`config.mk`:
```
export PLATFORM = sky130hd
export DESIGN_NAME = prf_cell
export DESIGN_NICKNAME = d
export VERILOG_FILES = /design/src/sv/prf_pkg.sv /design/src/sv/prf_cell.sv
export SDC_FILE = /design/constraint.sdc
export NUM_CORES = 1
export LEC_CHECK = 0
export ABC_AREA = 1
export BUFFER_PORTS_ARGS = -buffer_cell sky130_fd_sc_hd__buf_2
export CORE_AREA = 2 2 65 67
export CTS_CLUSTER_SIZE = 28
export DETAILED_ROUTE_END_ITERATION = 8
export DIE_AREA = 0 0 67 69
export GPL_TIMING_DRIVEN = 1
export PLACE_DENSITY = 0.75
export SLEW_MARGIN = 20
export SYNTH_ARGS = -nofsm -noshare
export SYNTH_HDL_FRONTEND = slang
export SYNTH_SLANG_ARGS = --single-unit
```
`constraint.sdc`:
```
create_clock -name clk_i -period 1 [get_ports clk_i]
set_input_delay 0.2 -clock clk_i [delete_from_list [all_inputs] [get_ports clk_i]]
set_output_delay 0.2 -clock clk_i [all_outputs]
set_load 0.01 [all_outputs]
```
`src/sv/prf_pkg.sv`:
```
`timescale 1ns / 1ps
// ----------------------------------------------------------------------------
// prf_pkg: shared types and constants of the prime residue filter coder
// prime table, segment offsets, field widths and the beat types that travel
// along the cell chain
// ----------------------------------------------------------------------------
package prf_pkg;

  localparam int unsigned ELEM_W      = 32;
  localparam int unsigned COUNT_W     = 6;
  localparam int unsigned NUM_W       = COUNT_W + 1;  // holds counts up to 127
  localparam int unsigned BITPOS_W    = 12;
  localparam int unsigned SEG_W       = 6;
  localparam int unsigned RES_W       = 8;
  localparam int unsigned PRIME_W     = 9;
  localparam int unsigned TABLE_SIZE  = 64;
  // byte-folded value stays below 4 * 255 * 310
  localparam int unsigned FOLD_W      = 19;
  // reciprocal shift, large enough for an exact quotient of a FOLD_W value
  localparam int unsigned RECIP_SHIFT = 29;
  localparam int unsigned PROD_W      = FOLD_W + RECIP_SHIFT;

  localparam logic [COUNT_W-1:0] COUNT_RESET = COUNT_W'(37);

  localparam logic [PRIME_W-1:0] PRIMES [TABLE_SIZE] = '{
    9'd2,   9'd3,   9'd5,   9'd7,   9'd11,  9'd13,  9'd17,  9'd19,
    9'd23,  9'd29,  9'd31,  9'd37,  9'd41,  9'd43,  9'd47,  9'd53,
    9'd59,  9'd61,  9'd67,  9'd71,  9'd73,  9'd79,  9'd83,  9'd89,
    9'd97,  9'd101, 9'd103, 9'd107, 9'd109, 9'd113, 9'd127, 9'd131,
    9'd137, 9'd139, 9'd149, 9'd151, 9'd157, 9'd163, 9'd167, 9'd173,
    9'd179, 9'd181, 9'd191, 9'd193, 9'd197, 9'd199, 9'd211, 9'd223,
    9'd227, 9'd229, 9'd233, 9'd239, 9'd241, 9'd251, 9'd257, 9'd263,
    9'd269, 9'd271, 9'd277, 9'd281, 9'd283, 9'd293, 9'd307, 9'd311
  };

  // element beat moving down the chain
  typedef struct packed {
    logic [ELEM_W-1:0] elem;
    logic [NUM_W-1:0]  cnt;   // primes in use for this element
  } token_t;

  // one sketch bit result
  typedef struct packed {
    logic [BITPOS_W-1:0] bit_position;
    logic [SEG_W-1:0]    segment_index;
    logic [RES_W-1:0]    residue;
    logic                last;
  } result_t;

  // start of segment idx: sum of all earlier primes
  function automatic int unsigned prime_offset(input int unsigned idx);
    int unsigned sum;
    sum = 0;
    for (int unsigned j = 0; j < idx; j++) begin
      sum = sum + int'(PRIMES[j]);
    end
    return sum;
  endfunction

endpackage

```
`src/sv/prf_cell.sv`:
```
`timescale 1ns / 1ps
// ----------------------------------------------------------------------------
// prf_cell: one segment of the prime residue filter chain
// registers the element beat, hands it on, and reduces it modulo
// its own prime over three register stages
// ----------------------------------------------------------------------------
module prf_cell
  import prf_pkg::*;
#(
  parameter int unsigned IDX = 0
) (
  input  logic    clk_i,
  input  logic    rst_ni,
  input  logic    tok_vld_i,
  input  token_t  tok_i,
  output logic    tok_vld_o,
  output token_t  tok_o,
  output logic    res_vld_o,
  output result_t res_o
);

  localparam int unsigned Prime = int'(PRIMES[IDX]);
  // 256^k mod p for the byte fold
  localparam int unsigned C1 = 256 % Prime;
  localparam int unsigned C2 = 65536 % Prime;
  localparam int unsigned C3 = 16777216 % Prime;
  localparam int unsigned Recip = ((32'd1 << RECIP_SHIFT) + Prime - 1) / Prime;
  localparam logic [BITPOS_W-1:0] Offset = BITPOS_W'(prime_offset(IDX));
  localparam logic [NUM_W-1:0] IdxN  = NUM_W'(IDX);
  localparam logic [NUM_W-1:0] NextN = NUM_W'(IDX + 1);

  logic                tok_vld_q;
  token_t              tok_q;
  logic                v1_q, l1_q, v2_q, l2_q;
  logic [FOLD_W-1:0]   fold_d, fold_q, fold2_q;
  logic [PROD_W-1:0]   prod;
  logic [FOLD_W-1:0]   quo_d, quo_q;
  logic [FOLD_W-1:0]   rem_full;
  logic [PRIME_W-1:0]  rem;
  logic                res_vld_q;
  result_t             res_d, res_q;

  // fold the four bytes with their weights mod p
  always_comb begin
    fold_d = FOLD_W'(tok_q.elem[7:0])
           + FOLD_W'(tok_q.elem[15:8])  * FOLD_W'(C1)
           + FOLD_W'(tok_q.elem[23:16]) * FOLD_W'(C2)
           + FOLD_W'(tok_q.elem[31:24]) * FOLD_W'(C3);
  end

  // exact quotient by reciprocal
  assign prod  = PROD_W'(fold_q) * PROD_W'(Recip);
  assign quo_d = prod[PROD_W-1:RECIP_SHIFT];

  always_comb begin
    rem_full            = fold2_q - quo_q * FOLD_W'(Prime);
    rem                 = rem_full[PRIME_W-1:0];
    res_d.bit_position  = Offset + BITPOS_W'(rem);
    res_d.segment_index = SEG_W'(IDX);
    res_d.residue       = rem[RES_W-1:0];
    res_d.last          = l2_q;
  end

  always_ff @(posedge clk_i or negedge rst_ni) begin
    if (!rst_ni) begin
      tok_vld_q <= 1'b0;
      v1_q      <= 1'b0;
      v2_q      <= 1'b0;
      res_vld_q <= 1'b0;
    end else begin
      tok_vld_q <= tok_vld_i;
      v1_q      <= tok_vld_q && (IdxN < tok_q.cnt);
      v2_q      <= v1_q;
      res_vld_q <= v2_q;
    end
  end

  always_ff @(posedge clk_i) begin
    tok_q   <= tok_i;
    l1_q    <= (tok_q.cnt == NextN);
    fold_q  <= fold_d;
    l2_q    <= l1_q;
    fold2_q <= fold_q;
    quo_q   <= quo_d;
    res_q   <= res_d;
  end

  // the beat dies past the last segment in use
  assign tok_vld_o = tok_vld_q && (NextN < tok_q.cnt);
  assign tok_o     = tok_q;
  assign res_vld_o = res_vld_q;
  assign res_o     = res_q;

endmodule

```
# Yosys cells after proc, flatten, opt, wreduce, memory -nomap -nowiden

Cells that the tools add are included.
W data, S select, Z words.

Register bits after elaboration: 86
Input port bits: 42
Output and inout port bits: 68
Word-level logic and storage cells: 20

Add/subtract/negate cells: 1
Order comparisons: 2
Equality and inequality tests: 1
Reductions and logical operators: 2

Operators by type and width:

| cell                 | number |
|---|---|
| $lt A1 B7 Y1 const A | 2 |
| $sub A8 B8 Y9        | 1 |
| $eq A7 B1 Y1 const B | 1 |
| $logic_and A1 B1 Y1  | 2 |

# Longest topological paths before layout

Gate-level depths: netlist of run 1.

Depth in word-level cells: 2
Mapped depth: 4
Gate-level depth less buffers: 4

# Worst setup path after synthesis of run 1

Ideal clock, no wire load.

Path type: register -> output
Start: register tok_q, in the netlist tok_o[5]
End: output port tok_vld_o
Arrival: 663 ps
Required time: 800 ps
Path slack: 137 ps
Cell stages (with the launch flop): 5
Path buffers: 0
Cells stage by stage: dfxtp_1 -> nor2_1 -> nand3_1 -> nand2_1 -> inv_1

Word-level cells in the longest chain between the ends: 2

RTL lines:

| item                     | RTL line       | source |
|---|---|---|
| start: declaration       | prf_cell.sv:33 | `token_t tok_q;` |
| start signal: assignment | prf_cell.sv:79 | `tok_q <= tok_i;` |
| $lt A1 B7 Y1             | prf_cell.sv:89 | `assign tok_vld_o = tok_vld_q && (NextN < tok_q.cnt);` |
| $logic_and A1 B1 Y1      | prf_cell.sv:89 |  |
| end: declaration         | prf_cell.sv:16 | `output logic tok_vld_o,` |

Every way passes these cells.

# Worst setup path in the final report of run 1

Start: register tok_q, in the netlist tok_o[2]
End: output port tok_vld_o

The elaborated chain is that of the path after synthesis.

==> flow_metrics.py, run 1 <==
metrics = {
    "clock_tree": {
        "cts_buffer_depth": 2,
        "cts.sinks": 49,
        "clock_latency_ns": 0.29,
        "cts_max_level": 2,
        "clockRootBuffer": "clkbuf_8",
        "cts_buffers": 5,
        "cts_tree": "yes",
        "clkSlewWorstSetupHoldPaths_ns": 0.09,
    },
    "yosys": {
        "netlist.area_leader.share_pct": 72.5,
        "synth-xor-area-share_pct": 0,
        "ys_warn_count": 0,
        "yosys-top-cells-area": "dfxtp_1, buf_4, dfrtp_1",
        "synthesis.area_sq_um": 1240,
        "muxShareOfSynthArea_pct": 0,
        "synth_top_cell_by_area": "dfxtp_1",
        "synthAdderAreaFrac_pct": 0,
        "synth-seq-cells": 49,
        "synth-compound-area-share_pct": 0,
        "async_flop_share_pct": 8.16,
        "synthTopCellsByCount": "dfxtp_1, buf_4, nor2_1",
        "syn_inst": 88,
        "yosysUniqueCellTypes": 8,
        "yosysSeqAreaShare_pct": 80.6,
        "synth_edf_count": 0,
        "ys.flop_type": "dfxtp_1",
        "yosysMostFrequentCell": "dfxtp_1",
        "synth_top_family_by_area": "buffers and inverters",
        "synthSimpleGateAreaFrac_pct": 3.12,
        "syn_avg_cell_area_sq_um": 14.1,
    },
    "floorplanning": {
        "num_rows": 23,
        "io_pins": 110,
        "die_h_um": 69,
        "die_area_sq_um": 4620,
        "start_util_pct": 31.7,
        "core-area_sq_um": 3910,
        "die_x_um": 67,
    },
    "timing": {
        "worst_slack_ns": -0.269,
        "rsz0062_at_grt": "yes",
        "finalSetupViolCount": 1,
        "period_minus_slack_ns": 1.27,
        "finalCritPeriodShare_pct": 127,
        "hold_viol_final": 0,
        "finalClockSkew_ns": 0.00915,
        "fmax_ghz": 0.788,
        "whs_ns": 0.0192,
        "slew_viol_final": 0,
    },
    "critical_path": {
        "crit_chain": "nor2_4, nand3_2, nand2_1, inv_1, buf_2",
        "critPathMaxStageDelay_ns": 0.35,
        "crit_slowest_cell": "dfxtp_2",
        "path_class": "register to primary output",
        "crit_path_end_kind": "primary output",
        "crit_required_ns": 0.80,
        "crit_path_max_fanout": 2,
        "worstPathArrival_ns": 1.07,
        "ff2ff_path_depth": 5,
        "cp-start-kind": "register",
    },
    "status": {
        "status": "complete, but fails checks",
        "violations": "negative setup slack",
    },
    "drt": {
        "drt_iter0_markers": 18,
        "routed_via_density": 3.74,
        "antenna_left": 0,
        "firstDrtPassIters": 4,
        "post-route-drc-count": 0,
        "detail_route.wl_per_cell_um": 11.1,
        "vias": 1020,
        "wirelength_um": 3040,
    },
    "global_route": {
        "grtUsageTotal_pct": 13.0,
        "grt_pass1_vias": 999,
        "grt_max_degree": 16,
        "overflow": 0,
        "grt_pass1_wl_um": 4440,
        "antenna_found_initial": 0,
    },
    "finish": {
        "fin_nets": 264,
        "drive_gt1_share_pct": 49.3,
        "utilization_pct": 57.5,
        "area_growth_pct": 81.3,
        "stdcell_count": 273,
        "antennaDiodeCount": 0,
    },
    "min_path": {
        "worstHoldPathCells": 1,
        "hold_class": "input pin to register",
    },
    "place": {
        "place_inst": 221,
        "gp_congestion": 0.679,
        "post-dp-hpwl_um": 1740,
        "io_buffer_count": 85,
        "pre_cts_slack_ns": -0.00432,
    },
    "flow_run": {
        "cap_violations": 0,
    },
    "power_and_ir_drop": {
        "p_switching_mw": 0.835,
        "p_leak_nw": 1.13,
        "ir_drop_v": 0.00133,
        "intPower_mw": 3.05,
        "pwr-share-comb_pct": 10.9,
        "p_sw_share_pct": 21.5,
        "p_seq_share_pct": 53.9,
        "p_per_area_nw_per_um2": 1720,
        "power_frac_clock_pct": 35.2,
    },
}
worst max-delay path, delay by kind of cell, from the launching register on:
family,cells,cell delay [ns]
and+or+nand+nor,3,0.26
DFF,1,0.35
buffers and inverters,2,0.15
stage by stage:
| step | cell area (sq um) | setup TNS, ns | power [mW] |
|---|---|---|---|
| after CTS | 2150 | -0.280 | 3.88 |
| final | 2250 | -0.269 | 3.88 |
| after detailed placement | 1630 | -0.00432 | 2.39 |
| after floorplan | 1330 | 0 | 2.30 |
| after global placement | 1630 | 0 | 2.38 |
| after global routing | 2250 | -0.454 | 4.06 |
cells by family (layout without fill, tap and decap cells):
logic type    after synthesis  after routing
buf+inv                    28            140
other cells                 1             24
flops                      49             49
simple gates               10             10
power by group through the flow:
| stage | registers [mW] | clock network, mW | logic, mW |
|---|---|---|---|
| floorplan | 2.17 | 0 | 0.124 |
| global placement | 2.12 | 0 | 0.266 |
| detailed placement | 2.12 | 0 | 0.269 |
| CTS | 2.08 | 1.41 | 0.387 |
| global route | 2.10 | 1.50 | 0.463 |
| finish | 2.09 | 1.37 | 0.424 |
what timing repair did:
action | in CTS | in global routing
hold buffers | 38 | 2
pin swaps | 4 | 3
setup endpoints to repair | 1 | 12
gates resized for setup | 6 | 18
endpoints found under the hold margin | 41 | 2
buffers inserted | 2 | 2
worst paths after layout:
path	slack, ns	from	to
max	-0.27	tok_o[2]$_DFF_P_	tok_vld_o
min	0.02	tok_i[4]	tok_o[4]$_DFF_P_
max reg2reg	0.07	tok_o[2]$_DFF_P_	l1_q$_DFF_P_
min reg2reg	0.33	l2_q$_DFF_P_	res_o[0]$_DFF_P_
max in group asynchronous	0.64	rst_ni	res_vld_o$_DFF_PN0_
min in group asynchronous	0.23	rst_ni	v2_q$_DFF_PN0_
area by class of cell:
type,count,area (sq um)
Clock buffer,6,72.6
Clock inverter,2,38.8
Fill cell,312,1660
Inverter,3,11.3
Multi-Input combinational cell,34,159
Sequential cell,49,1010
Tap cell,50,62.6
Timing Repair Buffer,129,893
per-layer routing:
layer,global-route usage [%],share of wire (%)
met5,0,0
met2,20.9,49
met1,13.9,38
met4,6.12,1.1
met3,6.53,11
placed cells by master (no fill, tap or decap):
| master | instances |
|---|---|
| clkbuf_8 | 5 |
| buf_2 | 79 |
| dlygate4sd3_1 | 40 |
| nor2_1 | 2 |
| conb_1 | 24 |
| dfxtp_1 | 36 |
| nor2_2 | 1 |
| clkbuf_1 | 1 |
| nand2_1 | 3 |
| bufinv_16 | 1 |
| nand3_2 | 1 |
| nor2_4 | 3 |
| buf_4 | 4 |
| dfrtp_1 | 4 |
| buf_6 | 6 |
| dfxtp_2 | 8 |
| clkinv_4 | 1 |
| dfxtp_4 | 1 |
| inv_1 | 3 |
registers in the layout, summed over array words and instances, names as in the netlist:
register   flops
fold2_q        1
fold_q         1
l1_q           1
l2_q           1
res_o          2
res_vld_o      1
tok_o         39
tok_vld_q      1
v1_q           1
v2_q           1
No activity file was read; power rests on OpenSTA's default activity.
==> run 2: changes to the inputs <==
Settings changed: CORE_AREA 2 2 65 67 to 2 2 64 66, DIE_AREA 0 0 67 69 to 0 0 66 68, PLACE_DENSITY 0.75 to 0.77, TNS_END_PERCENT from default to 10.
==> run 2 against run 1 <==
  * The flow still finishes with violations (negative setup slack)
  * Critical path type unchanged
  * Sequential share of layout area increased by 1.4 points
  * Clock skew increased by 0.0011 ns
  * Highest routed layer unchanged
  * Cell count decreased by 1.1%
==> flow_metrics.py, run 2 (same netlist as run 1, synthesis figures left out) <==
metrics = {
    "critical_path": {
        "path_class": "register to primary output",
        "crit_path_max_fanout": 2,
        "crit_required_ns": 0.80,
        "crit_path_end_kind": "primary output",
        "worstPathArrival_ns": 1.07,
        "cp-start-kind": "register",
    },
    "floorplanning": {
        "io_pins": 110,
        "num_rows": 23,
        "die_h_um": 68,
        "start_util_pct": 32.2,
        "core-area_sq_um": 3860,
        "die_area_sq_um": 4490,
        "die_x_um": 66,
    },
    "drt": {
        "firstDrtPassIters": 3,
        "routed_via_density": 3.63,
        "antenna_left": 0,
        "wirelength_um": 2850,
        "post-route-drc-count": 0,
        "detail_route.wl_per_cell_um": 10.6,
        "drt_iter0_markers": 14,
        "vias": 980,
    },
    "global_route": {
        "antenna_found_initial": 0,
        "grtUsageTotal_pct": 13.0,
        "grt_max_degree": 16,
        "grt_pass1_vias": 906,
        "grt_pass1_wl_um": 4080,
        "overflow": 0,
    },
    "timing": {
        "period_minus_slack_ns": 1.27,
        "slew_viol_final": 0,
        "worst_slack_ns": -0.268,
        "hold_viol_final": 0,
        "finalClockSkew_ns": 0.0102,
        "finalCritPeriodShare_pct": 127,
        "rsz0062_at_grt": "yes",
        "finalSetupViolCount": 1,
        "fmax_ghz": 0.788,
    },
    "clock_tree": {
        "cts_buffer_depth": 2,
        "cts.sinks": 49,
        "cts_tree": "yes",
        "clock_latency_ns": 0.29,
        "cts_buffers": 5,
        "clkSlewWorstSetupHoldPaths_ns": 0.09,
        "clockRootBuffer": "clkbuf_8",
        "cts_max_level": 2,
    },
    "finish": {
        "area_growth_pct": 75.9,
        "final_cell_mix": "buf_2, dlygate4sd3_1, dfxtp_1",
        "utilization_pct": 56.7,
        "drive_gt1_share_pct": 49.1,
        "antennaDiodeCount": 0,
        "fillCellCount": 316,
        "final_common_cell": "buf_2",
        "largest_reg_flops": 39,
        "fin_nets": 261,
    },
    "power_and_ir_drop": {
        "ir_drop_v": 0.000992,
        "p_leak_nw": 1.09,
        "p_per_area_nw_per_um2": 1640,
    },
    "place": {
        "io_buffer_count": 85,
        "pre_cts_slack_ns": 0.0154,
        "post-dp-hpwl_um": 1660,
        "gp_congestion": 0.712,
    },
    "status": {
        "violations": "negative setup slack",
        "status": "complete, but fails checks",
    },
    "flow_run": {
        "cap_violations": 0,
    },
    "min_path": {
        "hold_class": "input pin to register",
    },
}
run 2: timing repair:
| action | in CTS | in global routing |
|---|---|---|
| resized for setup | 2 | 19 |
| endpoints found under the hold margin | 38 | 3 |
| pin swaps | 3 | 4 |
| setup buffers | 2 | 1 |
| endpoints found under the setup margin | 1 | 11 |
| hold buffers | 35 | 3 |
run 2: cell type report:
cell class | count | area (sq um) | area share (%)
clock inverter | 2 | 15.0 | 0.687
sequential | 49 | 1010 | 46.4
tap | 50 | 62.6 | 2.86
timing repair buffer | 126 | 853 | 39.0
multi-input combinational | 34 | 156 | 7.16
inverter | 3 | 11.3 | 0.515
clock buffer | 6 | 72.6 | 3.32
run 2: worst max-delay path: stages, from the launching register on:
cell and delay [ns]:
dfxtp_2 0.35, nor2_4 0.12, nand3_2 0.09, nand2_1 0.06, inv_1 0.03, buf_2 0.12
run 2: worst paths after layout:
path | start | to | slack, ns | cells after the start
max in group asynchronous | rst_ni | v2_q$_DFF_PN0_ | 0.64 | 2
worst min register to register | l2_q$_DFF_P_ | res_o[0]$_DFF_P_ | 0.33 | 0
worst max-delay path | tok_o[5]$_DFF_P_ | tok_vld_o | -0.27 | 5
min in group asynchronous | rst_ni | v1_q$_DFF_PN0_ | 0.23 | 2
worst min-delay path | tok_i[24] | tok_o[24]$_DFF_P_ | 0.01 | 1
worst max register to register | tok_o[5]$_DFF_P_ | v1_q$_DFF_PN0_ | 0.03 | 6
run 2: report_power, final:
| part | switching, mW | internal, mW | total [mW] |
|---|---|---|---|
| Combinational | 0.176 | 0.234 | 0.410 |
| Clock | 0.602 | 0.493 | 1.09 |
| Sequential | 0.0363 | 2.05 | 2.09 |
| Total | 0.814 | 2.78 | 3.59 |
run 2: per-stage QoR:
step | hold slack (ns) | instances | setup TNS [ns] | total power, mW | cell area, sq um
2_1_floorplan | -0.0956 | 111 | 0 | 2.30 | 1330
3_3_place_gp | 0.00683 | 221 | 0 | 2.39 | 1630
3_5_place_dp | 0.0120 | 221 | 0 | 2.39 | 1630
4_1_cts | 0.0000509 | 266 | -0.291 | 3.60 | 2090
5_1_grt | 0.00177 | 270 | -0.445 | 3.77 | 2190
6_report | 0.0138 | 270 | -0.268 | 3.59 | 2190
run 2: layer usage:
metal / part of all wire [%] / track usage, % / wire length (um)
met5: 0 / 0 / 0
met4: 1.6 / 7.65 / 45
met3: 15 / 7.40 / 422
met2: 46 / 21.1 / 1310
met1: 38 / 13.1 / 1080
